### config.mk
export PLATFORM = sky130hd
export DESIGN_NAME = pli_muldiv
export DESIGN_NICKNAME = d
export VERILOG_FILES = /design/src/rtl/core/pli_pkg.sv /design/src/rtl/core/pli_muldiv.sv
export SDC_FILE = /design/constraint.sdc
export NUM_CORES = 1
export LEC_CHECK = 0
export BUFFER_PORTS_ARGS = -buffer_cell sky130_fd_sc_hd__buf_2
export CORE_MARGIN = 2
export CORE_UTILIZATION = 45
export CTS_CLUSTER_SIZE = 8
export DETAILED_ROUTE_END_ITERATION = 10
export SKIP_LAST_GASP = 1
export SLEW_MARGIN = 0
export SYNTH_ARGS = -nofsm -noshare
export SYNTH_HDL_FRONTEND = slang
export SYNTH_SLANG_ARGS = --single-unit
### constraint.sdc
create_clock -name clk_i -period 6.98 [get_ports clk_i]
set_clock_uncertainty 0.05 [all_clocks]
set_input_delay 1.396 -clock clk_i [delete_from_list [all_inputs] [get_ports clk_i]]
set_output_delay 1.396 -clock clk_i [all_outputs]
set_load 0.005 [all_outputs]
### src/rtl/core/pli_pkg.sv
// Shared types and constants for the piecewise linear interpolator.
package pli_pkg;

  localparam int MaxPointsDef = 64;

  localparam int DataW = 32;
  localparam int OpW   = DataW + 1;
  localparam int ProdW = 2 * OpW;
  localparam int QuoW  = 35;
  localparam logic [QuoW-1:0] QuoMax = QuoW'(64'd1 << 34);

  localparam logic [1:0] KIND_CLEAR = 2'd0;
  localparam logic [1:0] KIND_LOAD  = 2'd1;
  localparam logic [1:0] KIND_QUERY = 2'd2;

  localparam logic [1:0] STAT_OK   = 2'd0;
  localparam logic [1:0] STAT_EXTR = 2'd1;
  localparam logic [1:0] STAT_FEW  = 2'd2;
  localparam logic [1:0] STAT_ZERO = 2'd3;

  typedef struct packed {
    logic                    valid;
    logic                    found;
    logic                    below;
    logic signed [DataW-1:0] x;
    logic signed [DataW-1:0] x1;
    logic signed [DataW-1:0] y1;
    logic signed [DataW-1:0] x2;
    logic signed [DataW-1:0] y2;
  } pli_tok_t;

endpackage

### src/rtl/core/pli_muldiv.sv
// Serial shift-add multiply then restoring divide, one bit per cycle.
module pli_muldiv import pli_pkg::*; (
  input  logic             clk_i,
  input  logic             rst_ni,
  input  logic             start_i,
  input  logic [OpW-1:0]   a_i,
  input  logic [OpW-1:0]   b_i,
  input  logic [OpW-1:0]   d_i,
  output logic             done_o,
  output logic [QuoW-1:0]  q_o
);

  localparam int CntW = $clog2(ProdW + 1);

  typedef enum logic [1:0] {ST_IDLE, ST_MUL, ST_DIV} state_e;

  state_e           state_q;
  logic [CntW-1:0]  cnt_q;
  logic [ProdW-1:0] p_q;
  logic [OpW-1:0]   a_q, d_q;
  logic [OpW+1:0]   r_q;
  logic             done_q;
  logic [OpW:0]     upper;
  logic [OpW+1:0]   r_sh;
  logic             ge;

  always_comb begin
    upper = {1'b0, p_q[ProdW-1:OpW]} + (p_q[0] ? {1'b0, a_q} : '0);
    r_sh  = {r_q[OpW:0], p_q[ProdW-1]};
    ge    = r_sh >= {2'b00, d_q};
  end

  always_ff @(posedge clk_i or negedge rst_ni) begin
    if (!rst_ni) begin
      state_q <= ST_IDLE;
      cnt_q   <= '0;
      done_q  <= 1'b0;
    end else begin
      done_q <= 1'b0;
      unique case (state_q)
        ST_IDLE: begin
          if (start_i) begin
            a_q     <= a_i;
            d_q     <= d_i;
            p_q     <= {{OpW{1'b0}}, b_i};
            cnt_q   <= '0;
            state_q <= ST_MUL;
          end
        end
        ST_MUL: begin
          p_q <= {upper, p_q[OpW-1:1]};
          if (cnt_q == CntW'(OpW - 1)) begin
            cnt_q   <= '0;
            r_q     <= '0;
            state_q <= ST_DIV;
          end else begin
            cnt_q <= cnt_q + 1'b1;
          end
        end
        ST_DIV: begin
          r_q <= ge ? r_sh - {2'b00, d_q} : r_sh;
          p_q <= {p_q[ProdW-2:0], ge};
          if (cnt_q == CntW'(ProdW - 1)) begin
            done_q  <= 1'b1;
            state_q <= ST_IDLE;
          end else begin
            cnt_q <= cnt_q + 1'b1;
          end
        end
        default: state_q <= ST_IDLE;
      endcase
    end
  end

  assign done_o = done_q;
  assign q_o    = (p_q > ProdW'(QuoMax)) ? QuoMax : p_q[QuoW-1:0];

endmodule

==> summary.md, run 1 <==
| Metric | Value |
|---|---|
| Vias | 9023 |
| Yosys cell types | 68 |
| CP peak stage delay | 0.79 ns |
| Ys flop type | edfxtp_1 |
| Crit end category | output port |
| Max cap viols | 0 |
| Post-DP Area | 12280 um^2 |
| Num rows | 58 |
| Worst-Margin Slew | 0.9748 ns |
| Tot GR Track Use | 21.04% |
| Mux contribution to synthesized area | between 1.5 and 2% |
| Cts bufs inserted | 17 |
| TritonCTS clock tree | built |
| Worst-path clk slew | around 0.080 ns |
| RSZ-0062 raised after global routing | no |
| Slowest CP cell | edfxtp_1 |
| Synth Area in Simple Gates | 17.14% |
| Core box area | 24960 um^2 |
| Die area | 26450 um^2 |
| Initial Utilization | 45.36% |
| Die width | ~160 um |
| Flop pwr share | 47.0% |
| Crit path time final | approximately 4.5 ns |
| Grt ovf | 0 |
| Final Hold Fails | 0 |
| Crit path kind | flip-flop to output port |
| Comb power frac | 19.8% |
| FF+latch count, synth | about 180 |
| Hold_ws | 0.4641 ns |
| Post-synthesis compound-gate area fraction | 18.56% |
| Worst Setup SP | p_q[0]$_DFFE_PP_ |
| Buf+Inv Stages, Crit Path | 1 |
| Worst Path Max Fanout | 36 |
| I/O pins | 138 |
| Mapped Area | approximately 11000 um^2 |
| Synth Net Count | 1320 |
| Largest net degree at the start of global routing | 86 |
| Synth area leaders | edfxtp_1 44%, ha_1 8.1%, a21oi_1 3.8%, and2_1 3.8%, nor2_1 3.4% |
| Combinational family with the most area after synthesis | compound AO/OA/AOI/OAI gates |
| Outcome | complete, no violations |
| Switching Share | 30.06% |
| Final WL | between 20000 and 30000 um |
| CP Data Arrival Time | ~3 ns |
| DRC violations left | 0 |
| Via-to-Cell Ratio | 5.661 |
| Clock latency on the worst-skew pair | 0.44 ns |
| H-Tree Depth | 4 |
| Antenna diode count | 0 |
| Hold buffers post-CTS | 0 |
| First-pass GRT wire length | 44440 um |
| Post-synth EDFFs | 166 |
| Power Dens Cells | 222.2 nW/um^2 |
| Die height | around 160 um |
| Delay-heaviest family, CP | simple AND/OR/NAND/NOR gates |
| Type of origin of the critical path | flip-flop |
| Drt pass-1 iters | 6 |
| Post-synthesis adder-cell area fraction | 8.419% |
| Relative slew slack | 35.02% |
| VDD IR max | 0.1744 mV |
| GPL Wtd Cong | 0.8541 |
| Req. time, crit path | about 5.5 ns |
| R2r startpoint | p_q[0]$_DFFE_PP_ |
| Fin nets | 1428 |
| Root buffer cell | clkbuf_16 |
| I/O Buffers | ~140 |
| Share of cells above drive strength 1 | 15.74% |
| Pint | 1.999 mW |
| DR iter-0 viols | 621 |
| Post-route cell area | about 13000 um^2 |
| CTS Sinks | roughly 180 |
| Total net switching power | 0.8590 mW |
| Syn Area/Cell | 9.908 um^2 |
| Fillers | 2337 |
| Count of warnings emitted by yosys | 0 |
| Synth top area share | 44.02% |
| CP cell instances | nor4_1 > nand4_1 > nor3_1 > o21a_1 > and2_1 > buf_2 |
| Post-CTS Resized | 0 |
| XOR/XNOR Fraction of Synth Area | slightly below 4% |
| Post-Synthesis Cells | around 1100 |
| Final Slew Violations | 0 |
| Fmax | 0.2213 GHz |
| CTS Buffer Depth | 2 |
| Synth area leader | edfxtp_1 |
| Final Setup Violations | 0 |
| Leakage | 5.246 nW |
| Setup Fix Bufs, Post-CTS | 0 |
| Post-route ant nets | 0 |
| Sequential area share after synthesis | between 40% and 50% |
| Clk pwr share | ~33% |
| Hold Path Class | flip-flop to flip-flop |
| Setup TNS | 0 ns |
| Hpwl dp | between 15000 and 20000 um |
| Initial antenna violation count | 3 |
| Drt wl/cell | 17.24 um |
| Vias in the first global route | 8598 |
| Min-delay src | cnt_q[6]$_DFFE_PN0P_ |
| Async SR Flop Fraction | 5.682% |
| Final period util | 64.75% |
| Post-layout util | slightly above 50% |
| Synthesis-to-finish area growth | 13.53% |
-- routing by layer --
layer / routed length [um] / global-route usage [%] / share of wire (%)
met5: 7 / 0 / 0.025
met4: 314 / 4.907 / 1.1
met3: 1687 / 4.889 / 6.1
met2: 11800 / 31.24 / 43
met1: 13670 / 31.21 / 50
-- sequential cells by signal (all words and copies together) (netlist names) --
signal   flops
a_q         33
p_q         66
state_q      2
r_q         34
done_o       1
d_q         33
cnt_q        7
-- cell families after synthesis --
group                    Yosys count
XOR/XNOR                          50
multiplexers                      22
AND/OR/NAND/NOR                  385
adder cells (fa/ha/maj)           75
AO/OA/AOI/OAI                    323
buffers and inverters            112
flip-flops                       176
-- per-stage QoR --
step	power (mW)	std cells	setup WS (ns)
floorplan	1.769	1143	3.377
global placement	1.919	1562	2.918
detailed placement	1.922	1562	2.817
CTS	2.873	1594	2.371
global route	3.007	1594	2.110
finish	2.858	1594	2.461
-- final timing paths --
| check | end | slack (ns) | cells after the start |
|---|---|---|---|
| max | q_o[29] | 2.46 | 6 |
| min | cnt_q[6]$_DFFE_PN0P_ | 0.46 | 1 |
| max reg2reg | p_q[64]$_DFFE_PP_ | 2.79 | 13 |
| min reg2reg | cnt_q[6]$_DFFE_PN0P_ | 0.46 | 1 |
| max in group asynchronous | cnt_q[5]$_DFFE_PN0P_ | 5.89 | 1 |
| min in group asynchronous | done_o$_DFF_PN0_ | 0.77 | 1 |
-- synth_stat cells, drive strengths merged, types with 8 or more instances --
| cell type | number |
|---|---|
| edfxtp | 166 |
| nor2 | 105 |
| a21oi | 87 |
| ha | 73 |
| nand2 | 72 |
| and2 | 69 |
| o21ai | 63 |
| inv | 56 |
| clkbuf | 47 |
| a22oi | 44 |
| xnor2 | 27 |
| a21o | 23 |
| nor2b | 23 |
| xor2 | 23 |
| mux2i | 21 |
| nand3 | 21 |
| nor4 | 19 |
| and3 | 17 |
| nand4 | 15 |
| nor3 | 15 |
| nand2b | 13 |
| a211oi | 12 |
| o21a | 12 |
| a31oi | 11 |
| o21bai | 11 |
| dfrtp | 10 |
| o211ai | 10 |
| a21boi | 9 |
| buf | 9 |
| or3 | 8 |
-- power groups by stage --
stage,logic [mW],clock network (mW),registers [mW]
6_report,0.565,0.949,1.34
5_1_grt,0.637,1.02,1.35
4_1_cts,0.560,0.971,1.34
3_5_place_dp,0.557,0,1.36
3_3_place_gp,0.553,0,1.37
2_1_floorplan,0.442,0,1.33
-- area by class of cell --
cell class              count  area (um^2)  area share [%]
well taps                 330        412.9           3.211
clock inverters            15        148.9           1.158
multi-input cells         855         5679           44.17
flip-flops and latches    176         5235           40.72
repair buffers            145        745.7           5.800
clock buffers              17        425.4           3.309
inverters                  56        210.2           1.635
-- cell usage in the layout, fill, tap and decap left out, types with 22 or more instances in the layout --
cell        n
a21o_1     22
a21oi_1    87
a22oi_1    44
and2_1     68
buf_2     137
edfxtp_1  166
ha_1       70
inv_1      56
nand2_1    72
nor2_1    103
nor2b_1    23
o21ai_0    55
xnor2_1    27
xor2_1     23
(Power assumes the default switching activity.)
==> inputs of run 2 (changes only) <==
--- a/config.mk
+++ b/config.mk
@@ -5,11 +5,13 @@
 export SDC_FILE = /design/constraint.sdc
 export NUM_CORES = 1
 export LEC_CHECK = 0
+export ABC_AREA = 1
 export BUFFER_PORTS_ARGS = -buffer_cell sky130_fd_sc_hd__buf_2
 export CORE_MARGIN = 2
 export CORE_UTILIZATION = 45
 export CTS_CLUSTER_SIZE = 8
 export DETAILED_ROUTE_END_ITERATION = 10
+export PLACE_DENSITY = 0.66
 export SKIP_LAST_GASP = 1
 export SLEW_MARGIN = 0
 export SYNTH_ARGS = -nofsm -noshare
==> constraint.sdc (replaced) <==
create_clock -name clk_i -period 4.1 [get_ports clk_i]
set_clock_uncertainty 0.05 [all_clocks]
set_input_delay 0.82 -clock clk_i [delete_from_list [all_inputs] [get_ports clk_i]]
set_output_delay 0.82 -clock clk_i [all_outputs]
set_load 0.005 [all_outputs]
==> summary.md, run 2 <==
| Metric | Value |
|---|---|
| Top reg by flops | p_q |
| Setup TNS | 0 ns |
| GPL Wtd Cong | 0.9376 |
| Die height | 176.0 um |
| Hold Path Class | input pin to asynchronous set/reset pin |
| Post-synth EDFFs | 166 |
| Initial Utilization | 45.99% |
| Fmax | 0.2802 GHz |
| DR iter-0 viols | around 760 |
| Vias | 12270 |
| Initial antenna violation count | 0 |
| Post-route cell area | 15040 um^2 |
| Hold_ws | 0.1777 ns |
| Via-to-Cell Ratio | 4.983 |
| I/O Buffers | 137 |
| Die area | just over 30000 um^2 |
| VDD IR max | 0.4439 mV |
| Most common cell after layout, fill and taps aside | nand2_1 |
| Post-Layout Cell Count | 2462 |
| Max FFs per register | 66 |
| Crit end category | output port |
| Most frequent cells after synthesis | 648 x nand2_1, 367 x inv_1, 237 x nor2_1, 166 x edfxtp_1, 159 x a21oi_1 |
| RSZ-0062 raised after global routing | no |
| I/O pins | 138 |
| Hold buffers post-CTS | 0 |
| CTS Sinks | 176 |
| Core box area | ~29000 um^2 |
| R2r endpoint | r_q[11]$_SDFFCE_PN0P_ |
| Final WL | approximately 37000 um |
| Power Dens Cells | 653.1 nW/um^2 |
| Final period util | 87.06% |
| Synth area leader | edfxtp_1 |
| Worst Path Max Fanout | 34 |
| Worst-path clk slew | 0.08 ns |
| Final Hold Fails | 0 |
| Synth area leaders | edfxtp_1 37%, nand2_1 18%, inv_1 10%, ha_1 6.9%, nor2_1 6.7% |
| Mapped Area | 13310 um^2 |
| Post-CTS Resized | 0 |
| Routed wl met3 | 1787 um |
| R2r startpoint | r_q[20]$_SDFFCE_PN0P_ |
| Post-DP Area | roughly 14000 um^2 |
| Vias in the first global route | roughly 12000 |
| TritonCTS clock tree | built |
| Syn Area/Cell | slightly below 7 um^2 |
| Final Power | 9.820 mW |
| Relative slew slack | 21.34% |
| CP Data Arrival Time | 2.70 ns |
| Root buffer cell | clkbuf_16 |
| FF+latch count, synth | ~180 |
| Fin nets | 2242 |
| Top layer in use | met4 |
| Tot GR Track Use | approximately 24% |
| Wire length on met2 | ~18000 um |
| Drt wl/cell | approximately 15 um |
| Type of origin of the critical path | flip-flop |
| H-Tree Depth | 4 |
| Reg-to-reg slack, setup | 1.30 ns |
| Crit path kind | flip-flop to output port |
| Drt pass-1 iters | 7 |
| Leakage | 7.790 nW |
| Share of cells above drive strength 1 | 9.432% |
| First-pass GRT wire length | between 50000 and 60000 um |
| Placed cell count | 2430 |
| Post-Synthesis Cells | between 1500 and 2000 |
| Cell with the most instances after synthesis | nand2_1 |
| Reg2reg path depth | 11 |
| Fillers | 2967 |
| Max cap viols | 0 |
| Synth top area share | between 30% and 40% |
| Antenna diode count | 0 |
| Highest-count cells in the layout ignoring fill and taps | 648 x nand2_1, 366 x inv_1, 236 x nor2_1 |
| CTS Buffer Depth | 2 |
| Crit path time final | 3.569 ns |
| Setup crit end | q_o[23] |
| Largest registers | p_q x66, r_q x34 |
| Die width | 176.0 um |
| Count of warnings emitted by yosys | 0 |
| Yosys cell types | 37 |
| Clock latency on the worst-skew pair | between 0.4 and 0.5 ns |
| Largest net degree at the start of global routing | just over 100 |
| Final Setup Violations | 0 |
| Post-route ant nets | 0 |
| Metal-1 WL | 16300 um |
| Outcome | complete, no violations |
| Num rows | 62 |
| Worst Setup SP | p_q[50]$_DFFE_PP_ |
| DRC violations left | 0 |
| Final Slew Violations | 0 |
| Setup Fix Bufs, Post-CTS | 0 |
| Synthesis-to-finish area growth | 12.99% |
| Hpwl dp | 27560 um |
| Worst-Margin Slew | between 1 and 1.5 ns |
| Synth Net Count | around 2100 |
| Req. time, crit path | 3.23 ns |
| Sequential area share after synthesis | 39.34% |
| Ys flop type | edfxtp_1 |
| Async SR Flop Fraction | 5.682% |
| Cts bufs inserted | 17 |
| Grt ovf | 0 |
[run 2: changes by cell type after synthesis, moves of 26 or more]
cell	change
xnor2_1	-26
nand3_1	+58
inv_1	+311
a21oi_1	+72
a22oi_1	-44
nand2_1	+576
and2_1	-66
o21ai_0	-34
nand3b_1	+40
nor2_1	+133
[run 2: kinds of logic (layout without fill, tap and decap cells)]
group | after synthesis | count (layout) | synth area share [%]
AOI/OAI and AO/OA | 191 | 191 | 7.390
xor gates and xnor gates | 17 | 17 | 1.119
adders and majority gates | 75 | 75 | 7.164
buffers and inverters | 413 | 551 | 11.92
DFF | 176 | 176 | 39.34
and+or+nand+nor | 1068 | 1068 | 33.07
[run 2: routing by layer]
| metal | vias to the layer above | GRT usage [%] |
|---|---|---|
| met5 | - | 0 |
| met4 | 0 | 7.197 |
| met3 | 45 | 4.587 |
| met2 | 313 | 42.01 |
| met1 | 5573 | 30.41 |
| li1 | 6336 | - |
[run 2: metrics by stage]
step	setup WS, ns	util, %
finish	0.5305	51.97
global route	0.3435	51.97
CTS	0.6171	51.97
detailed placement	1.123	49.86
global placement	1.186	49.86
floorplan	0.1165	-
[run 2: report_power, final]
| part | switching, mW | internal (mW) | total (mW) | leakage [nW] |
|---|---|---|---|---|
| logic | 3.45 | 1.59 | 5.04 | 5.79 |
| registers | 0.365 | 2.69 | 3.06 | 1.71 |
| clock network | 0.786 | 0.939 | 1.72 | 0.290 |
[run 2: layout make-up]
class                      count  area, um^2  area share [%]
inverter                     368        1384           9.203
timing repair buffer         151       790.8           5.259
tap                          384       480.5           3.195
clock inverter                13       167.7           1.115
clock buffer                  19       442.9           2.946
sequential                   176        5235           34.81
multi-input combinational   1351        6536           43.47
[run 2: worst min path at each step]
stage	start	slack, ns	endpoint
final	rst_ni	0.18	state_q[1]$_DFFE_PN0P_
after global routing	rst_ni	0.17	cnt_q[6]$_DFFE_PN0P_
after detailed placement	cnt_q[1]$_DFFE_PN0P_	0.51	cnt_q[1]$_DFFE_PN0P_
after global placement	cnt_q[1]$_DFFE_PN0P_	0.51	cnt_q[1]$_DFFE_PN0P_
after CTS	rst_ni	0.17	cnt_q[6]$_DFFE_PN0P_
after floorplan	rst_ni	0.47	cnt_q[0]$_DFFE_PN0P_
[run 2: critical path, stage by stage, from the launching register on]
cell and delay (ns):
edfxtp_1 0.42, nor4_1 0.54, nand3_1 0.32, nor2_1 0.18
nand2_1 0.09, a21boi_2 0.18, buf_4 0.25, nor2_1 0.13
buf_2 0.12
==> inputs of run 3 (changes only) <==
--- a/config.mk
+++ b/config.mk
@@ -8,10 +8,9 @@
 export ABC_AREA = 1
 export BUFFER_PORTS_ARGS = -buffer_cell sky130_fd_sc_hd__buf_2
 export CORE_MARGIN = 2
-export CORE_UTILIZATION = 45
+export CORE_UTILIZATION = 27
 export CTS_CLUSTER_SIZE = 8
 export DETAILED_ROUTE_END_ITERATION = 10
-export PLACE_DENSITY = 0.66
 export SKIP_LAST_GASP = 1
 export SLEW_MARGIN = 0
 export SYNTH_ARGS = -nofsm -noshare
==> summary.md, run 3 (same netlist as run 2, synthesis figures left out) <==
| Metric | Value |
|---|---|
| Crit path kind | flip-flop to output port |
| Post-DP Area | 14780 um^2 |
| Clk pwr share | between 10% and 20% |
| Hpwl dp | 29550 um |
| Switching Share | between 40% and 50% |
| Largest registers | p_q x66, r_q x34 |
| Post-route ant nets | 0 |
| Setup TNS | 0 ns |
| Relative slew slack | 48.06% |
| Final Slew Violations | 0 |
| Die width | 226.0 um |
| Req. time, crit path | 3.23 ns |
| Initial antenna violation count | 2 |
| Type of origin of the critical path | flip-flop |
| Comb power frac | 51.4% |
| GPL Wtd Cong | 0.9344 |
| CP peak stage delay | 0.48 ns |
| VDD IR max | approximately 0.3 mV |
| Die area | 51080 um^2 |
| Grt ovf | 0 |
| Area taken by multi-input logic gates | 6536 um^2 |
| CTS Sinks | 176 |
| I/O Buffers | about 140 |
| Final Setup Violations | 0 |
| Final WL | slightly below 40000 um |
| Num rows | 81 |
| Top reg by flops | p_q |
| Post-route cell area | 15400 um^2 |
| GR met2 Demand/Resource | 27.34% |
| Leakage | 7.802 nW |
| Final Hold Fails | 0 |
| Worst-path clk slew | 0.09 ns |
| First-pass GRT wire length | 62060 um |
| Final period util | 86.40% |
| Worst-Margin Slew | 0.7779 ns |
| Power Dens Cells | 641.6 nW/um^2 |
| DRC violations left | 0 |
| Crit path time final | 3.542 ns |
| Synthesis-to-finish area growth | 15.73% |
| RSZ-0062 raised after global routing | no |
| Core box area | 48750 um^2 |
| Max cap viols | 0 |
| H-Tree Depth | 4 |
| Drt wl/cell | 14.18 um |
| Root buffer cell | clkbuf_16 |
| Register area | 5235 um^2 |
| Vias | 12390 |
| Initial Utilization | 27.30% |
| Vias in the first global route | 12150 |
| Post-layout util | 31.59% |
| Worst Path Max Fanout | 23 |
| Reg-to-reg slack, setup | between 1 and 1.5 ns |
| Most used routing layer in global routing | met2 |
| Largest net degree at the start of global routing | 57 |
| Die height | 226.0 um |
| CP Data Arrival Time | between 2 and 3 ns |
| Cts bufs inserted | 17 |
| Outcome | complete, no violations |
| Highest-count cells in the layout ignoring fill and taps | 648 x nand2_1, 366 x inv_1, 236 x nor2_1 |
| Via-to-Cell Ratio | 4.518 |
| Slowest CP cell | nor4_1 |
| Fin nets | 2241 |
| Max FFs per register | 66 |
| Tot GR Track Use | 15.43% |
| CP cell instances | nor4_1 > nand3_1 > nor3_1 > a21boi_2 > buf_4 > nor2_1 > buf_2 |
| Flop pwr share | 30.9% |
| Hold Path Class | input pin to asynchronous set/reset pin |
| Share of cells above drive strength 1 | 9.389% |
| Total net switching power | 4.662 mW |
| Fmax | 0.2823 GHz |
| Clock latency on the worst-skew pair | between 0.4 and 0.5 ns |
| Drt pass-1 iters | 7 |
| DR iter-0 viols | 860 |
| Most common cell after layout, fill and taps aside | nand2_1 |
| TritonCTS clock tree | built |
| Setup Fix Bufs, Post-CTS | 0 |
| CTS Buffer Depth | 2 |
| Crit end category | output port |
| Post-CTS Resized | 0 |
| Pint | 5.219 mW |
| Hold buffers post-CTS | 0 |
| M3 GR Usage | 3.044% |
| M1 GR Usage | about a fifth |
| Fillers | 5328 |
| I/O pins | 138 |
## run 3: stage by stage
| stage | setup slack, ns | power [mW] | std cells | hold WS [ns] |
|---|---|---|---|---|
| CTS | 0.5393 | 9.937 | 2741 | 0.1481 |
| finish | 0.5576 | 9.881 | 2743 | 0.1797 |
| global placement | 1.104 | 8.068 | 2709 | 0.4912 |
| floorplan | 0.1165 | 6.687 | 1940 | 0.4744 |
| global route | 0.3453 | 10.77 | 2742 | 0.1614 |
| detailed placement | 1.073 | 8.143 | 2709 | 0.5028 |
## run 3: path summary, 6_finish.rpt
kind / endpoint / start / cells past startpoint
max: q_o[23] / p_q[50]$_DFFE_PP_ / 7
min: done_o$_DFF_PN0_ / rst_ni / 1
max reg2reg: r_q[24]$_SDFFCE_PN0P_ / p_q[65]$_DFFE_PP_ / 17
min reg2reg: cnt_q[1]$_DFFE_PN0P_ / cnt_q[1]$_DFFE_PN0P_ / 2
max in group asynchronous: cnt_q[0]$_DFFE_PN0P_ / rst_ni / 1
min in group clk_i: a_q[20]$_DFFE_PP_ / a_i[20] / 1
## run 3: layout make-up
class / instances / area share, %
diodes: 2 / 0.03250
clock buffers: 17 / 2.762
clock inverters: 15 / 1.227
inverters: 368 / 8.985
multi-input cells: 1351 / 42.44
flip-flops and latches: 176 / 33.99
well taps: 664 / 5.394
repair buffers: 150 / 5.167
## run 3: power groups by stage
stage / logic (mW) / clock network [mW] / registers (mW)
after floorplan: 3.72 / 0 / 2.97
after global routing: 5.79 / 1.88 / 3.10
after detailed placement: 5.07 / 0 / 3.08
after global placement: 5.01 / 0 / 3.05
final: 5.07 / 1.76 / 3.05
after CTS: 5.08 / 1.81 / 3.04
## run 3: critical path: cells and delay by family, from the launching register on
kind,cells,cell delay (ns)
DFF,1,0.43
AOI/OAI and AO/OA,1,0.20
buffers and inverters,2,0.40
and+or+nand+nor,4,1.16
## run 3: layer usage
layer / routed length (um) / up-vias
li1: - / 6332
met1: 17400 / 5717
met2: 19240 / 301
met3: 1724 / 41
met4: 525 / 2
met5: 13 / -
