**src/rtl/core/pli_pkg.sv**
```systemverilog
// Shared types and constants for the piecewise linear interpolator.
package pli_pkg;

  localparam int MaxPointsDef = 64;

  localparam int DataW = 32;
  localparam int OpW   = DataW + 1;
  localparam int ProdW = 2 * OpW;
  localparam int QuoW  = 35;
  localparam logic [QuoW-1:0] QuoMax = QuoW'(64'd1 << 34);

  localparam logic [1:0] KIND_CLEAR = 2'd0;
  localparam logic [1:0] KIND_LOAD  = 2'd1;
  localparam logic [1:0] KIND_QUERY = 2'd2;

  localparam logic [1:0] STAT_OK   = 2'd0;
  localparam logic [1:0] STAT_EXTR = 2'd1;
  localparam logic [1:0] STAT_FEW  = 2'd2;
  localparam logic [1:0] STAT_ZERO = 2'd3;

  typedef struct packed {
    logic                    valid;
    logic                    found;
    logic                    below;
    logic signed [DataW-1:0] x;
    logic signed [DataW-1:0] x1;
    logic signed [DataW-1:0] y1;
    logic signed [DataW-1:0] x2;
    logic signed [DataW-1:0] y2;
  } pli_tok_t;

endpackage

```
**src/rtl/core/pli_cell.sv**
```systemverilog
// One breakpoint cell: stores a point and tests the passing query against its segment.
module pli_cell import pli_pkg::*; #(
  parameter int MAX_POINTS = MaxPointsDef,
  parameter int I          = 0,
  localparam int CW        = $clog2(MAX_POINTS + 1)
) (
  input  logic                    clk_i,
  input  logic                    rst_ni,
  input  logic                    load_en_i,
  input  logic signed [DataW-1:0] load_x_i,
  input  logic signed [DataW-1:0] load_y_i,
  input  logic [CW-1:0]           count_i,
  input  logic signed [DataW-1:0] next_x_i,
  input  logic signed [DataW-1:0] next_y_i,
  input  pli_tok_t                tok_i,
  output pli_tok_t                tok_o,
  output logic signed [DataW-1:0] x_o,
  output logic signed [DataW-1:0] y_o
);

  logic signed [DataW-1:0] x_q, y_q;
  pli_tok_t tok_q, tok_d;
  logic seg_ok, last, below, hit, take;

  always_ff @(posedge clk_i) begin
    if (load_en_i && ({1'b0, count_i} == (CW+1)'(I))) begin
      x_q <= load_x_i;
      y_q <= load_y_i;
    end
  end

  always_comb begin
    seg_ok = {1'b0, count_i} > (CW+1)'(I + 1);
    last   = {1'b0, count_i} == (CW+1)'(I + 2);
    below  = (I == 0) ? (tok_i.x < x_q) : tok_i.below;
    hit    = tok_i.valid && !tok_i.found && seg_ok && (x_q <= tok_i.x) && (tok_i.x < next_x_i);
    take   = hit || (tok_i.valid && !tok_i.found &&
                     (((I == 0) && below) || (last && !below)));
    tok_d       = tok_i;
    tok_d.below = below;
    if (take) begin
      tok_d.x1 = x_q;
      tok_d.y1 = y_q;
      tok_d.x2 = next_x_i;
      tok_d.y2 = next_y_i;
    end
    if (hit) begin
      tok_d.found = 1'b1;
    end
  end

  always_ff @(posedge clk_i or negedge rst_ni) begin
    if (!rst_ni) begin
      tok_q <= '0;
    end else begin
      tok_q <= tok_d;
    end
  end

  assign tok_o = tok_q;
  assign x_o   = x_q;
  assign y_o   = y_q;

endmodule

```
**config.mk**
```make
export PLATFORM = sky130hd
export DESIGN_NAME = pli_cell
export DESIGN_NICKNAME = d
export VERILOG_FILES = /design/src/rtl/core/pli_pkg.sv /design/src/rtl/core/pli_cell.sv
export SDC_FILE = /design/constraint.sdc
export NUM_CORES = 1
export LEC_CHECK = 0
export BUFFER_PORTS_ARGS = -buffer_cell sky130_fd_sc_hd__buf_4
export CELL_PAD_IN_SITES_DETAIL_PLACEMENT = 0
export CELL_PAD_IN_SITES_GLOBAL_PLACEMENT = 1
export CORE_AREA = 2 2 208 210
export CTS_BUF_LIST = sky130_fd_sc_hd__clkbuf_4 sky130_fd_sc_hd__clkbuf_8
export CTS_CLUSTER_SIZE = 8
export DETAILED_ROUTE_END_ITERATION = 10
export DIE_AREA = 0 0 210 212
export GPL_TIMING_DRIVEN = 0
export MAX_ROUTING_LAYER = met4
export PLACE_DENSITY = 0.61
export SYNTH_ARGS = -nofsm -noshare
export SYNTH_HDL_FRONTEND = slang
export SYNTH_SLANG_ARGS = --single-unit
```
**constraint.sdc**
```tcl
create_clock -name clk_i -period 6 [get_ports clk_i]
set_clock_uncertainty 0.1 [all_clocks]
set_input_delay 0.9 -clock clk_i [delete_from_list [all_inputs] [get_ports clk_i]]
set_output_delay 0.9 -clock clk_i [all_outputs]
set_load 0.005 [all_outputs]
```
==> results of run 1 <==
-- cells by family after synthesis --
logic type	share of synthesized area (%)
flip-flops	55.8
AND/OR/NAND/NOR	6.34
adder cells (fa/ha/maj)	7.32
AO/OA/AOI/OAI	23.7
buffers and inverters	6.75
multiplexers	0.0930
-- final timing paths --
kind | start | end | slack (ns) | cells past startpoint
worst min-delay path | rst_ni | tok_o[52] | 0.14 | 1
worst max-delay path | x_o[14] | tok_o[47] | 2.28 | 10
min in group clk_i | tok_i[132] | tok_o[132] | 0.32 | 1
worst max register to register | x_o[14] | tok_o[47] | 2.28 | 10
worst min register to register | y_o[11] | tok_o[75] | 0.47 | 2
max in group asynchronous | rst_ni | tok_o[79] | 4.72 | 2
-- worst max-delay path, cell delays in order (launching register included) --
cell and delay [ns]:
edfxtp_1 0.44, ha_1 0.34, nand4_1 0.21, nor3_1 0.64, a21boi_1 0.37, o41ai_2 0.18, a31o_2 0.31, buf_2 0.19
clkbuf_1 0.29, o21ai_0 0.35, o32ai_2 0.14
-- power groups by stage --
stage | logic [uW] | clock network (uW) | registers (uW)
detailed placement | 841 | 0 | 1760
CTS | 844 | 1770 | 1730
finish | 828 | 1710 | 1730
global placement | 832 | 0 | 1760
global route | 902 | 1830 | 1740
floorplan | 338 | 0 | 1770
-- flip-flops by register name, indices dropped and copies added, names as in the netlist --
signal,flops
tok_o,163
y_o,32
x_o,32
-- through the flow --
step	total power (uW)	util, %	cells	TNS (ns)
6_report	4270	38.8	2061	0
5_1_grt	4480	38.8	2061	0
4_1_cts	4340	38.8	2058	0
3_5_place_dp	2600	36.5	1972	0
3_3_place_gp	2590	36.2	1967	-61.81
2_1_floorplan	2110	-	895	0
-- final cells by class --
| class | count | area [sq um] | area share [%] |
|---|---|---|---|
| tap | 546 | 683 | 4.14 |
| inverter | 65 | 244 | 1.48 |
| buffer | 71 | 483 | 2.93 |
| clock inverter | 16 | 111 | 0.676 |
| antenna | 3 | 7.51 | 0.0455 |
| clock buffer | 70 | 863 | 5.24 |
| timing repair buffer | 531 | 4040 | 24.5 |
| multi-input combinational | 532 | 4050 | 24.5 |
| sequential | 227 | 6000 | 36.4 |
-- metal layers --
| layer | GRT usage, % | wire length, um | up-vias |
|---|---|---|---|
| met5 | - | 0 | - |
| met4 | 5.16 | 772 | 0 |
| met3 | 7.80 | 4490 | 55 |
| met2 | 36.5 | 23400 | 409 |
| met1 | 23.7 | 18300 | 4627 |
| li1 | - | - | 4447 |
-- layout by cell type (no fill, tap or decap), types with 2 or more instances in the layout --
master      Yosys  layout
nand4_1        14      14
nand2_1       109     109
buf_6           3       3
clkbuf_1       32      32
a21o_1          4       4
o21a_1          3       3
a21boi_1        2       2
clkbuf_8        0      54
inv_1          65      65
clkinv_2        0       4
clkinvlp_4      0       4
a21oi_1        25      25
clkbuf_4        0      16
o21ai_0        52      52
ha_1           63      63
buf_2          22      22
nor3_1          3       3
nor4_1          2       2
a211oi_1        5       5
clkinv_1        0       6
buf_4           1     526
o32ai_2        24      24
nor2_1          7       7
dfrtp_1       163     163
o32ai_1         8       8
buf_1           3       3
a21boi_0        2       2
o22ai_2        76      76
nor2b_1         3       3
buf_8           0       5
o22ai_1        20      20
diode_2         0       3
buf_12         10      10
o21ai_1        85      85
edfxtp_1       64      64
nand3_1         7       7
==> flow_summary_export.csv, run 1 <==
group,metric,value,unit
global_route,grt_pass1_wl,67.6,mm
detailed_routing,num_vias,9538,
power_and_ir_drop,combPwrFrac,19.4,%
detailed_routing,drt_iter0_markers,521,
synthesis,synth_area,10800,sq um
job,cap_violations,0,
floorplanning,die_height,212,um
timing,worst_pin_slew,0.943,ns
timing,timing.fmax,269,MHz
clock_tree,htreeDepth,2,
placed_design,place_ws,1.54,ns
worst_setup_path,crit_type,"register to register",
synthesis,ys_warn_count,0,
clock_tree,hold_buffers,0,
synthesis,ys_types,47,
synthesis,async_reset_ff_share,71.8,%
worst_setup_path,endpoint_kind,"register",
detailed_routing,firstDrtPassIters,6,
cells_and_area,fillers,4251,
synthesis,yosys_most_used_dff,"dfrtp_1",
worst_setup_path,cp_max_fo,10,
synthesis,synth_seq_cells,227,
timing,worst_hold_slack,0.142,ns
worst_setup_path,worst_ep_required_time,6.35,ns
synthesis,syn_nets,1259,
detailed_routing,route.detailed.drc,0,
power_and_ir_drop,switching_share,27.8,%
power_and_ir_drop,power.share.clock,40.0,%
global_route,grtUsageTotal,21.3,%
timing,fin_ws,2.28,ns
cells_and_area,drive_gt1_share,49.9,%
floorplanning,core_area,42500,sq um
global_route,grt_pass1_vias,10300,
detailed_routing,avgRoutedWirePerCell,22.8,um
timing,setup_viol,0,
global_route,antenna_found_initial,3,
power_and_ir_drop,ir_worst_vdd,0.171,mV
clock_tree,cts_sinks,227,
floorplanning,die_x,210,um
outcome,status,"finished, final reports clean",
global_route,grt_max_degree,89,
clock_tree,clk_path_buf_depth,3,
detailed_routing,via_per_inst,4.63,
clock_tree,cts_resized,0,
clock_tree,clock-root-buffer,"clkbuf_8",
floorplanning,rows,76,
timing,rsz0062_at_grt,"false",
synthesis,synthDominantCellAreaShare,37.9,%
power_and_ir_drop,cellPowerDensity,259,nW/um^2
synthesis,syn_area_per_cell,12.0,sq um
clock_tree,post_cts_buffers,0,
synthesis,synth.top_cells.by_count,"dfrtp_1 (163), nand2_1 (109), o21ai_1 (85), o22ai_2 (76), inv_1 (65)",
clock_tree,cts.clk_slew.worst_paths,0.06,ns
detailed_routing,drt_wl_total,47.0,mm
timing,min_period,3.72,ns
worst_hold_path,hold_class,"input port to async pin",
placed_design,port_buffers,526,
synthesis,yosysMostFrequentCell,"dfrtp_1",
synthesis,synth_area_leader_cell,"dfrtp_1",
power_and_ir_drop,power_frac_seq,40.6,%
synthesis,synth-edff-count,64,
cells_and_area,stdcell_area,16500,sq um
synthesis,synth_area_leaders,"dfrtp_1 (38%), edfxtp_1 (18%), o22ai_2 (8.8%)",
clock_tree,clk_latency,0.61,ns
power_and_ir_drop,power_leakage,0.00762,uW
placed_design,placed_area,15500,sq um
cells_and_area,nNetsFinal,1838,
timing,drv_slew,0,
floorplanning,die-area,44500,sq um
clock_tree,cts-buffers-inserted,46,
detailed_routing,postRouteAntennaNets,0,
worst_setup_path,crit_path_start_kind,"register",
placed_design,post-dp-hpwl,36.7,mm
floorplanning,initial_utilization,25.3,%
worst_setup_path,worstPathArrival,4.07,ns
synthesis,yosysSeqAreaShare,55.8,%
cells_and_area,areaGrowthSynthToFinish,53.2,%
timing,relSlewSlack,36.3,%
power_and_ir_drop,p_int,3080,uW
timing,hold_viol_final,0,
placed_design,place.gp.congestion,0.848,
synthesis,synthCells,895,
floorplanning,io_pins,528,
power_and_ir_drop,p_switching,1180,uW
clock_tree,cts_tree,"yes",
global_route,gr-total-overflow,0,
timing,fin_crit_sh,62.0,%
Note: power is estimated with default switching activity, not from simulation.
==> run 2: changes to the inputs <==
--- a/config.mk
+++ b/config.mk
@@ -5,17 +5,18 @@
 export SDC_FILE = /design/constraint.sdc
 export NUM_CORES = 1
 export LEC_CHECK = 0
+export ABC_AREA = 1
 export BUFFER_PORTS_ARGS = -buffer_cell sky130_fd_sc_hd__buf_4
 export CELL_PAD_IN_SITES_DETAIL_PLACEMENT = 0
 export CELL_PAD_IN_SITES_GLOBAL_PLACEMENT = 1
-export CORE_AREA = 2 2 208 210
+export CORE_AREA = 2 2 207 209
 export CTS_BUF_LIST = sky130_fd_sc_hd__clkbuf_4 sky130_fd_sc_hd__clkbuf_8
 export CTS_CLUSTER_SIZE = 8
 export DETAILED_ROUTE_END_ITERATION = 10
-export DIE_AREA = 0 0 210 212
+export DIE_AREA = 0 0 209 211
 export GPL_TIMING_DRIVEN = 0
 export MAX_ROUTING_LAYER = met4
-export PLACE_DENSITY = 0.61
+export PLACE_DENSITY = 0.59
 export SYNTH_ARGS = -nofsm -noshare
 export SYNTH_HDL_FRONTEND = slang
 export SYNTH_SLANG_ARGS = --single-unit
==> constraint.sdc (replaced) <==
create_clock -name clk_i -period 3.6 [get_ports clk_i]
set_clock_uncertainty 0.1 [all_clocks]
set_input_delay 0.54 -clock clk_i [delete_from_list [all_inputs] [get_ports clk_i]]
set_output_delay 0.54 -clock clk_i [all_outputs]
set_load 0.005 [all_outputs]
==> run 2 against run 1 <==
Clock power increased by 50%. Total power up 56%. Synthesized cell count is 5.5% higher. Global-route usage down 2.7 points. Via count fell by 2.9%. Critical path depth up 6. Design area up 0.52%. Sequential cell count unchanged. Non-clock buffer count is 105 higher. Critical path type is now input port to register.
==> flow_summary_export.csv, run 2 <==
group,metric,value,unit
clock_tree,clk_latency,0.60,ns
synthesis,synth_seq_cells,227,
synthesis,synth_area_leaders,"dfrtp_1 (42%), edfxtp_1 (20%), nand2_1 (13%)",
clock_tree,cts_sinks,227,
detailed_routing,firstDrtPassIters,4,
worst_setup_path,crit_path_start_kind,"input port",
timing,hold_viol_final,0,
worst_setup_path,endpoint_kind,"register",
synthesis,syn_nets,1308,
worst_setup_path,cp-endpoint,"tok_o[14]",
clock_tree,clk_path_buf_depth,3,
worst_setup_path,r2r-end,"tok_o[14]",
global_route,grt_pass1_wl,59.5,mm
floorplanning,io_pins,528,
placed_design,port_buffers,526,
detailed_routing,drt_iter0_markers,441,
global_route,gr-total-overflow,0,
synthesis,ys_warn_count,0,
cells_and_area,final_common_cell,"buf_4",
worst_setup_path,crit_type,"input port to register",
floorplanning,rows,75,
worst_setup_path,cp_max_fo,10,
timing,setup_viol,0,
power_and_ir_drop,cellPowerDensity,402,nW/um^2
global_route,antenna_found_initial,4,
worst_setup_path,worst_ep_required_time,4.02,ns
global_route,use_met3,4.24,%
global_route,grtUsageTotal,18.6,%
synthesis,yosys_most_used_dff,"dfrtp_1",
placed_design,post-dp-hpwl,31.3,mm
job,cap_violations,0,
detailed_routing,via_per_inst,4.16,
cells_and_area,nNetsFinal,2019,
clock_tree,cts_tree,"yes",
timing,relSlewSlack,47.1,%
worst_hold_path,hold_class,"input port to register",
global_route,grt_max_degree,94,
cells_and_area,largest_reg_flops,163,
global_route,use_met1,22.0,%
power_and_ir_drop,ir_worst_vdd,0.253,mV
cells_and_area,drive_gt1_share,38.5,%
synthesis,synthDominantCellAreaShare,42.4,%
synthesis,async_reset_ff_share,71.8,%
cells_and_area,areaGrowthSynthToFinish,72.2,%
placed_design,dp.cells,2015,
worst_setup_path,worstPathArrival,3.76,ns
synthesis,synth-edff-count,64,
timing,fin_tns_setup,0,ns
timing,rsz0062_at_grt,"false",
clock_tree,cts-buffers-inserted,44,
timing,min_period,3.34,ns
floorplanning,core_area,41800,sq um
synthesis,yosysSeqAreaShare,62.4,%
worst_setup_path,r2r-start,"x_o[31]",
power_and_ir_drop,power_leakage,0.00855,uW
worst_setup_path,reg2reg_slack,0.44,ns
synthesis,synth_area_leader_cell,"dfrtp_1",
worst_setup_path,cp-startpoint,"tok_i[159]",
timing,worst_pin_slew,0.788,ns
global_route,grtUsageMet2,31.3,%
cells_and_area,finish.utilization,39.7,%
clock_tree,clock-root-buffer,"clkbuf_8",
worst_setup_path,reg2reg_depth,13,
synthesis,yosysMostFrequentCell,"nand2_1",
synthesis,synth_area,9620,sq um
placed_design,place.gp.congestion,0.804,
floorplanning,die-area,44100,sq um
timing,fin_crit_sh,92.7,%
worst_hold_path,min-delay-start,"next_x_i[29]",
synthesis,synthCells,944,
global_route,gr-max-usage-layer,"met2",
synthesis,ys_types,21,
detailed_routing,num_vias,9263,
cells_and_area,fin_cells,2227,
floorplanning,die_height,211,um
floorplanning,initial_utilization,23.0,%
timing,drv_slew,0,
floorplanning,die_x,209,um
detailed_routing,route.detailed.drc,0,
global_route,grt_pass1_vias,9859,
clock_tree,htreeDepth,2,
cells_and_area,final_cell_mix,"buf_4 (538), nand2_1 (322), dfrtp_1 (163), dlygate4sd3_1 (133), nand3_1 (132)",
detailed_routing,postRouteAntennaNets,0,
synthesis,synth.top_cells.by_count,"nand2_1 (322), dfrtp_1 (163), nand3_1 (132), inv_1 (82), edfxtp_1 (64)",
detailed_routing,avgRoutedWirePerCell,18.3,um
clock_tree,cts.clk_slew.worst_paths,0.05,ns
timing,timing.fmax,300,MHz
detailed_routing,drt_wl_total,40.8,mm
outcome,status,"finished, final reports clean",
synthesis,syn_area_per_cell,10.2,sq um
clock_tree,post_cts_buffers,0,
[run 2: cells by family after synthesis]
kind of cell / share of synthesized area [%]
buffers and inverters: 5.92
adders and majority gates: 8.19
DFF: 62.4
AOI/OAI and AO/OA: 2.50
and+or+nand+nor: 21.0
[run 2: how the worst min path moves through the flow]
stage / depth (start not counted) / end
after floorplan: 0 / tok_o[0]
after detailed placement: 2 / tok_o[89]
after global routing: 3 / tok_o[8]
final: 3 / tok_o[61]
after global placement: 2 / tok_o[86]
after CTS: 3 / tok_o[61]
[run 2: layout make-up]
cell class | instances | area [sq um]
buffer | 42 | 267
multi-input combinational | 593 | 3080
clock buffer | 63 | 779
antenna | 3 | 7.51
clock inverter | 13 | 71.3
tap | 539 | 674
fill | 4191 | 25200
timing repair buffer | 665 | 5380
sequential | 227 | 6000
inverter | 82 | 308
[run 2: timing repair]
| item | in CTS | in global routing |
|---|---|---|
| hold buffers | 133 | 0 |
| endpoints found under the hold margin | 202 | 0 |
| gates resized for setup | 0 | 3 |
| setup endpoints to repair | 0 | 93 |
[run 2: critical path, cell delays in order]
cell and delay, ns:
dlygate4sd3_1 0.54, buf_4 0.12, inv_1 0.04, ha_1 0.38, nand2_1 0.11, nor2_2 0.13, nand2_1 0.18, nor4_4 0.25
nand4_1 0.26, nand3_2 0.19, nand2_1 0.06, nand2_1 0.11, buf_4 0.28, buf_2 0.28, nand3_1 0.17, nand2_1 0.10
[run 2: routing by layer]
metal / vias to the layer above / wire length, um
met2: 354 / 20300
met5: - / 0
met4: 0 / 970
li1: 4506 / -
met3: 63 / 2560
met1: 4340 / 17000
[run 2: metrics by stage]
stage          hold slack (ns)  worst slack, ns  area [sq um]  total power, uW
2_1_floorplan            0.144            0.195          9640             3290
3_3_place_gp             0.352            -1.36         14300             4030
3_5_place_dp             0.360          -0.0476         14400             4050
4_1_cts               0.000174          0.00394         16500             6810
5_1_grt                 0.0345           0.0664         16600             7020
6_report                0.0542            0.262         16600             6660
[run 2: report_power, final]
| group | switching, uW | leakage (uW) | total [uW] | internal, uW |
|---|---|---|---|---|
| registers | 54.9 | 0.00250 | 2880 | 2830 |
| logic | 541 | 0.00559 | 1220 | 678 |
| clock network | 1170 | 0.000452 | 2560 | 1390 |
| total | 1770 | 0.00855 | 6660 | 4900 |
==> run 3: changes to the inputs <==
--- a/config.mk
+++ b/config.mk
@@ -9,14 +9,14 @@
 export BUFFER_PORTS_ARGS = -buffer_cell sky130_fd_sc_hd__buf_4
 export CELL_PAD_IN_SITES_DETAIL_PLACEMENT = 0
 export CELL_PAD_IN_SITES_GLOBAL_PLACEMENT = 1
-export CORE_AREA = 2 2 207 209
+export CORE_AREA = 2 2 205 207
 export CTS_BUF_LIST = sky130_fd_sc_hd__clkbuf_4 sky130_fd_sc_hd__clkbuf_8
 export CTS_CLUSTER_SIZE = 8
 export DETAILED_ROUTE_END_ITERATION = 10
-export DIE_AREA = 0 0 209 211
+export DIE_AREA = 0 0 207 209
 export GPL_TIMING_DRIVEN = 0
 export MAX_ROUTING_LAYER = met4
-export PLACE_DENSITY = 0.59
+export PLACE_DENSITY = 0.63
 export SYNTH_ARGS = -nofsm -noshare
 export SYNTH_HDL_FRONTEND = slang
 export SYNTH_SLANG_ARGS = --single-unit
==> constraint.sdc (replaced) <==
create_clock -name clk_i -period 2.9 [get_ports clk_i]
set_clock_uncertainty 0.1 [all_clocks]
set_input_delay 0.435 -clock clk_i [delete_from_list [all_inputs] [get_ports clk_i]]
set_output_delay 0.435 -clock clk_i [all_outputs]
set_load 0.005 [all_outputs]
==> run 3 against run 2 <==
Count of clock-buffer cells in the layout up 1. Final cell count increased by 7.3%. Via count grew 9.1%. Design area increased by 12%. First-iteration DRC count increased by 6.8%. Die area decreased by 1.9%. Sequential power grew 24%. Combinational power increased by 46%. Global-route usage up 0.93 points. Register-to-register slack worse by 0.24 ns. Total power rose by 31%.
==> flow_summary_export.csv, run 3 (synthesis results as in run 2) <==
group,metric,value,unit
placed_design,post-dp-hpwl,30.7,mm
clock_tree,cts.clk_slew.worst_paths,0.05,ns
power_and_ir_drop,cellPowerDensity,468,nW/um^2
clock_tree,cts-buffers-inserted,42,
timing,worst_hold_slack,0.0431,ns
power_and_ir_drop,power_leakage,0.00937,uW
cells_and_area,areaGrowthSynthToFinish,93.2,%
power_and_ir_drop,switching_share,26.0,%
global_route,grt_max_degree,93,
detailed_routing,drt_wl_total,42.6,mm
cells_and_area,nNetsFinal,2180,
worst_hold_path,hold_class,"input port to register",
floorplanning,core_area,41300,sq um
power_and_ir_drop,combPwrFrac,20.5,%
timing,worst_pin_slew,0.614,ns
timing,fin_crit_sh,94.9,%
global_route,grt_pass1_wl,62.9,mm
global_route,grt_pass1_vias,10800,
floorplanning,initial_utilization,23.3,%
worst_setup_path,endpoint_kind,"register",
timing,fin_ws,0.148,ns
power_and_ir_drop,ir_worst_vdd,0.300,mV
global_route,antenna_found_initial,1,
clock_tree,clk_path_buf_depth,3,
detailed_routing,avgRoutedWirePerCell,17.8,um
global_route,gr-total-overflow,0,
floorplanning,die_height,209,um
clock_tree,htreeDepth,2,
clock_tree,cts_tree,"yes",
power_and_ir_drop,power_frac_seq,41.1,%
placed_design,port_buffers,526,
global_route,grtUsageTotal,19.5,%
detailed_routing,route.detailed.drc,0,
placed_design,place_ws,-0.626,ns
floorplanning,die-area,43300,sq um
outcome,status,"finished, final reports clean",
power_and_ir_drop,p_int,6440,uW
placed_design,placed_area,14400,sq um
floorplanning,rows,75,
floorplanning,die_x,207,um
placed_design,place.gp.congestion,0.812,
worst_setup_path,crit_path_start_kind,"input port",
timing,min_period,2.75,ns
clock_tree,clk_latency,0.60,ns
timing,timing.fmax,363,MHz
worst_setup_path,crit_type,"input port to register",
detailed_routing,drt_iter0_markers,471,
cells_and_area,largest_reg_flops,163,
detailed_routing,postRouteAntennaNets,0,
power_and_ir_drop,p_switching,2270,uW
detailed_routing,via_per_inst,4.23,
timing,drv_slew,0,
power_and_ir_drop,power.share.clock,38.4,%
cells_and_area,final_common_cell,"buf_4",
job,cap_violations,0,
timing,relSlewSlack,58.8,%
detailed_routing,firstDrtPassIters,5,
cells_and_area,stdcell_area,18600,sq um
timing,hold_viol_final,0,
timing,rsz0062_at_grt,"false",
cells_and_area,fillers,3908,
detailed_routing,num_vias,10100,
worst_setup_path,worst_ep_required_time,3.26,ns
clock_tree,cts_sinks,227,
clock_tree,clock-root-buffer,"clkbuf_8",
cells_and_area,final_cell_mix,"buf_4 (546), nand2_1 (311), dlygate4sd3_1 (288), dfrtp_1 (163), nand3_1 (130)",
floorplanning,io_pins,528,
cells_and_area,drive_gt1_share,37.0,%
timing,setup_viol,0,
worst_setup_path,cp_max_fo,10,
worst_setup_path,worstPathArrival,3.11,ns
run 3: changes by cell type in the layout (fill, tap and decap cells not counted), sizes merged:
cell | before | now
dlygate4sd3 | 133 | 288
bufinv | 0 | 2
diode | 3 | 2
clkinv | 9 | 7
clkbuf | 65 | 69
inv | 85 | 84
buf | 572 | 577
run 3: what timing repair did:
action	4_1_cts	5_1_grt
gates resized for setup	22	79
endpoints found under the setup margin	120	128
cloned	0	2
hold endpoints to repair	296	0
buffers inserted	1	5
hold buffers	288	0
pin swaps	2	8
run 3: path summary, 6_finish.rpt:
| path | start | end | slack, ns | cells after the start |
|---|---|---|---|---|
| worst max-delay path | tok_i[157] | tok_o[10] | 0.15 | 17 |
| worst min-delay path | tok_i[109] | tok_o[109] | 0.04 | 3 |
| worst max register to register | x_o[31] | tok_o[10] | 0.20 | 14 |
| worst min register to register | y_o[30] | tok_o[94] | 0.37 | 2 |
| max in group asynchronous | rst_ni | tok_o[71] | 1.51 | 3 |
| min in group asynchronous | rst_ni | tok_o[115] | 0.28 | 2 |
run 3: layout make-up:
type | instances | area [sq um] | share of cell area [%]
repair buffers | 828 | 7020 | 37.8
flip-flops and latches | 227 | 6000 | 32.3
multi-input cells | 593 | 3260 | 17.5
clock buffers | 64 | 781 | 4.20
well taps | 539 | 674 | 3.63
plain buffers | 42 | 433 | 2.33
inverters | 82 | 308 | 1.66
clock inverters | 12 | 113 | 0.606
diodes | 2 | 5.00 | 0.0269
run 3: worst max-delay path, cell delays in order:
cell           delay, ns
dlygate4sd3_1       0.53
buf_4               0.12
inv_1               0.04
ha_1                0.28
nand2_1             0.07
nor2_2              0.11
nand2_2             0.11
nor4_4              0.24
nand4_1             0.25
nand3_4             0.17
nand2_4             0.08
nand2_8             0.11
nand2_8             0.08
buf_12              0.16
buf_6               0.14
nand2_1             0.05
nand2_1             0.09
run 3: power by group through the flow:
stage	sequential, uW	clock [uW]	combinational, uW
floorplan	3660	0	422
global placement	3630	0	1370
detailed placement	3640	0	1390
CTS	3580	3470	1730
global route	3590	3580	1950
finish	3580	3350	1780
run 3: per-layer routing:
| layer | up-vias | global-route usage (%) | share of wire (%) |
|---|---|---|---|
| li1 | 4825 | - | - |
| met1 | 4785 | 22.9 | 41 |
| met2 | 406 | 32.5 | 50 |
| met3 | 87 | 4.19 | 6.1 |
| met4 | 0 | 8.15 | 3.4 |
| met5 | - | - | 0 |
run 3: stage by stage:
| step | instances | utilization, % | power (uW) | TNS (ns) |
|---|---|---|---|---|
| 2_1_floorplan | 944 | - | 4080 | -24.07 |
| 3_3_place_gp | 2009 | 34.6 | 5000 | -177.61 |
| 3_5_place_dp | 2015 | 34.8 | 5030 | -61.02 |
| 4_1_cts | 2380 | 44.1 | 8770 | -0.0546 |
| 5_1_grt | 2388 | 45.0 | 9130 | 0 |
| 6_report | 2389 | 45.0 | 8710 | 0 |
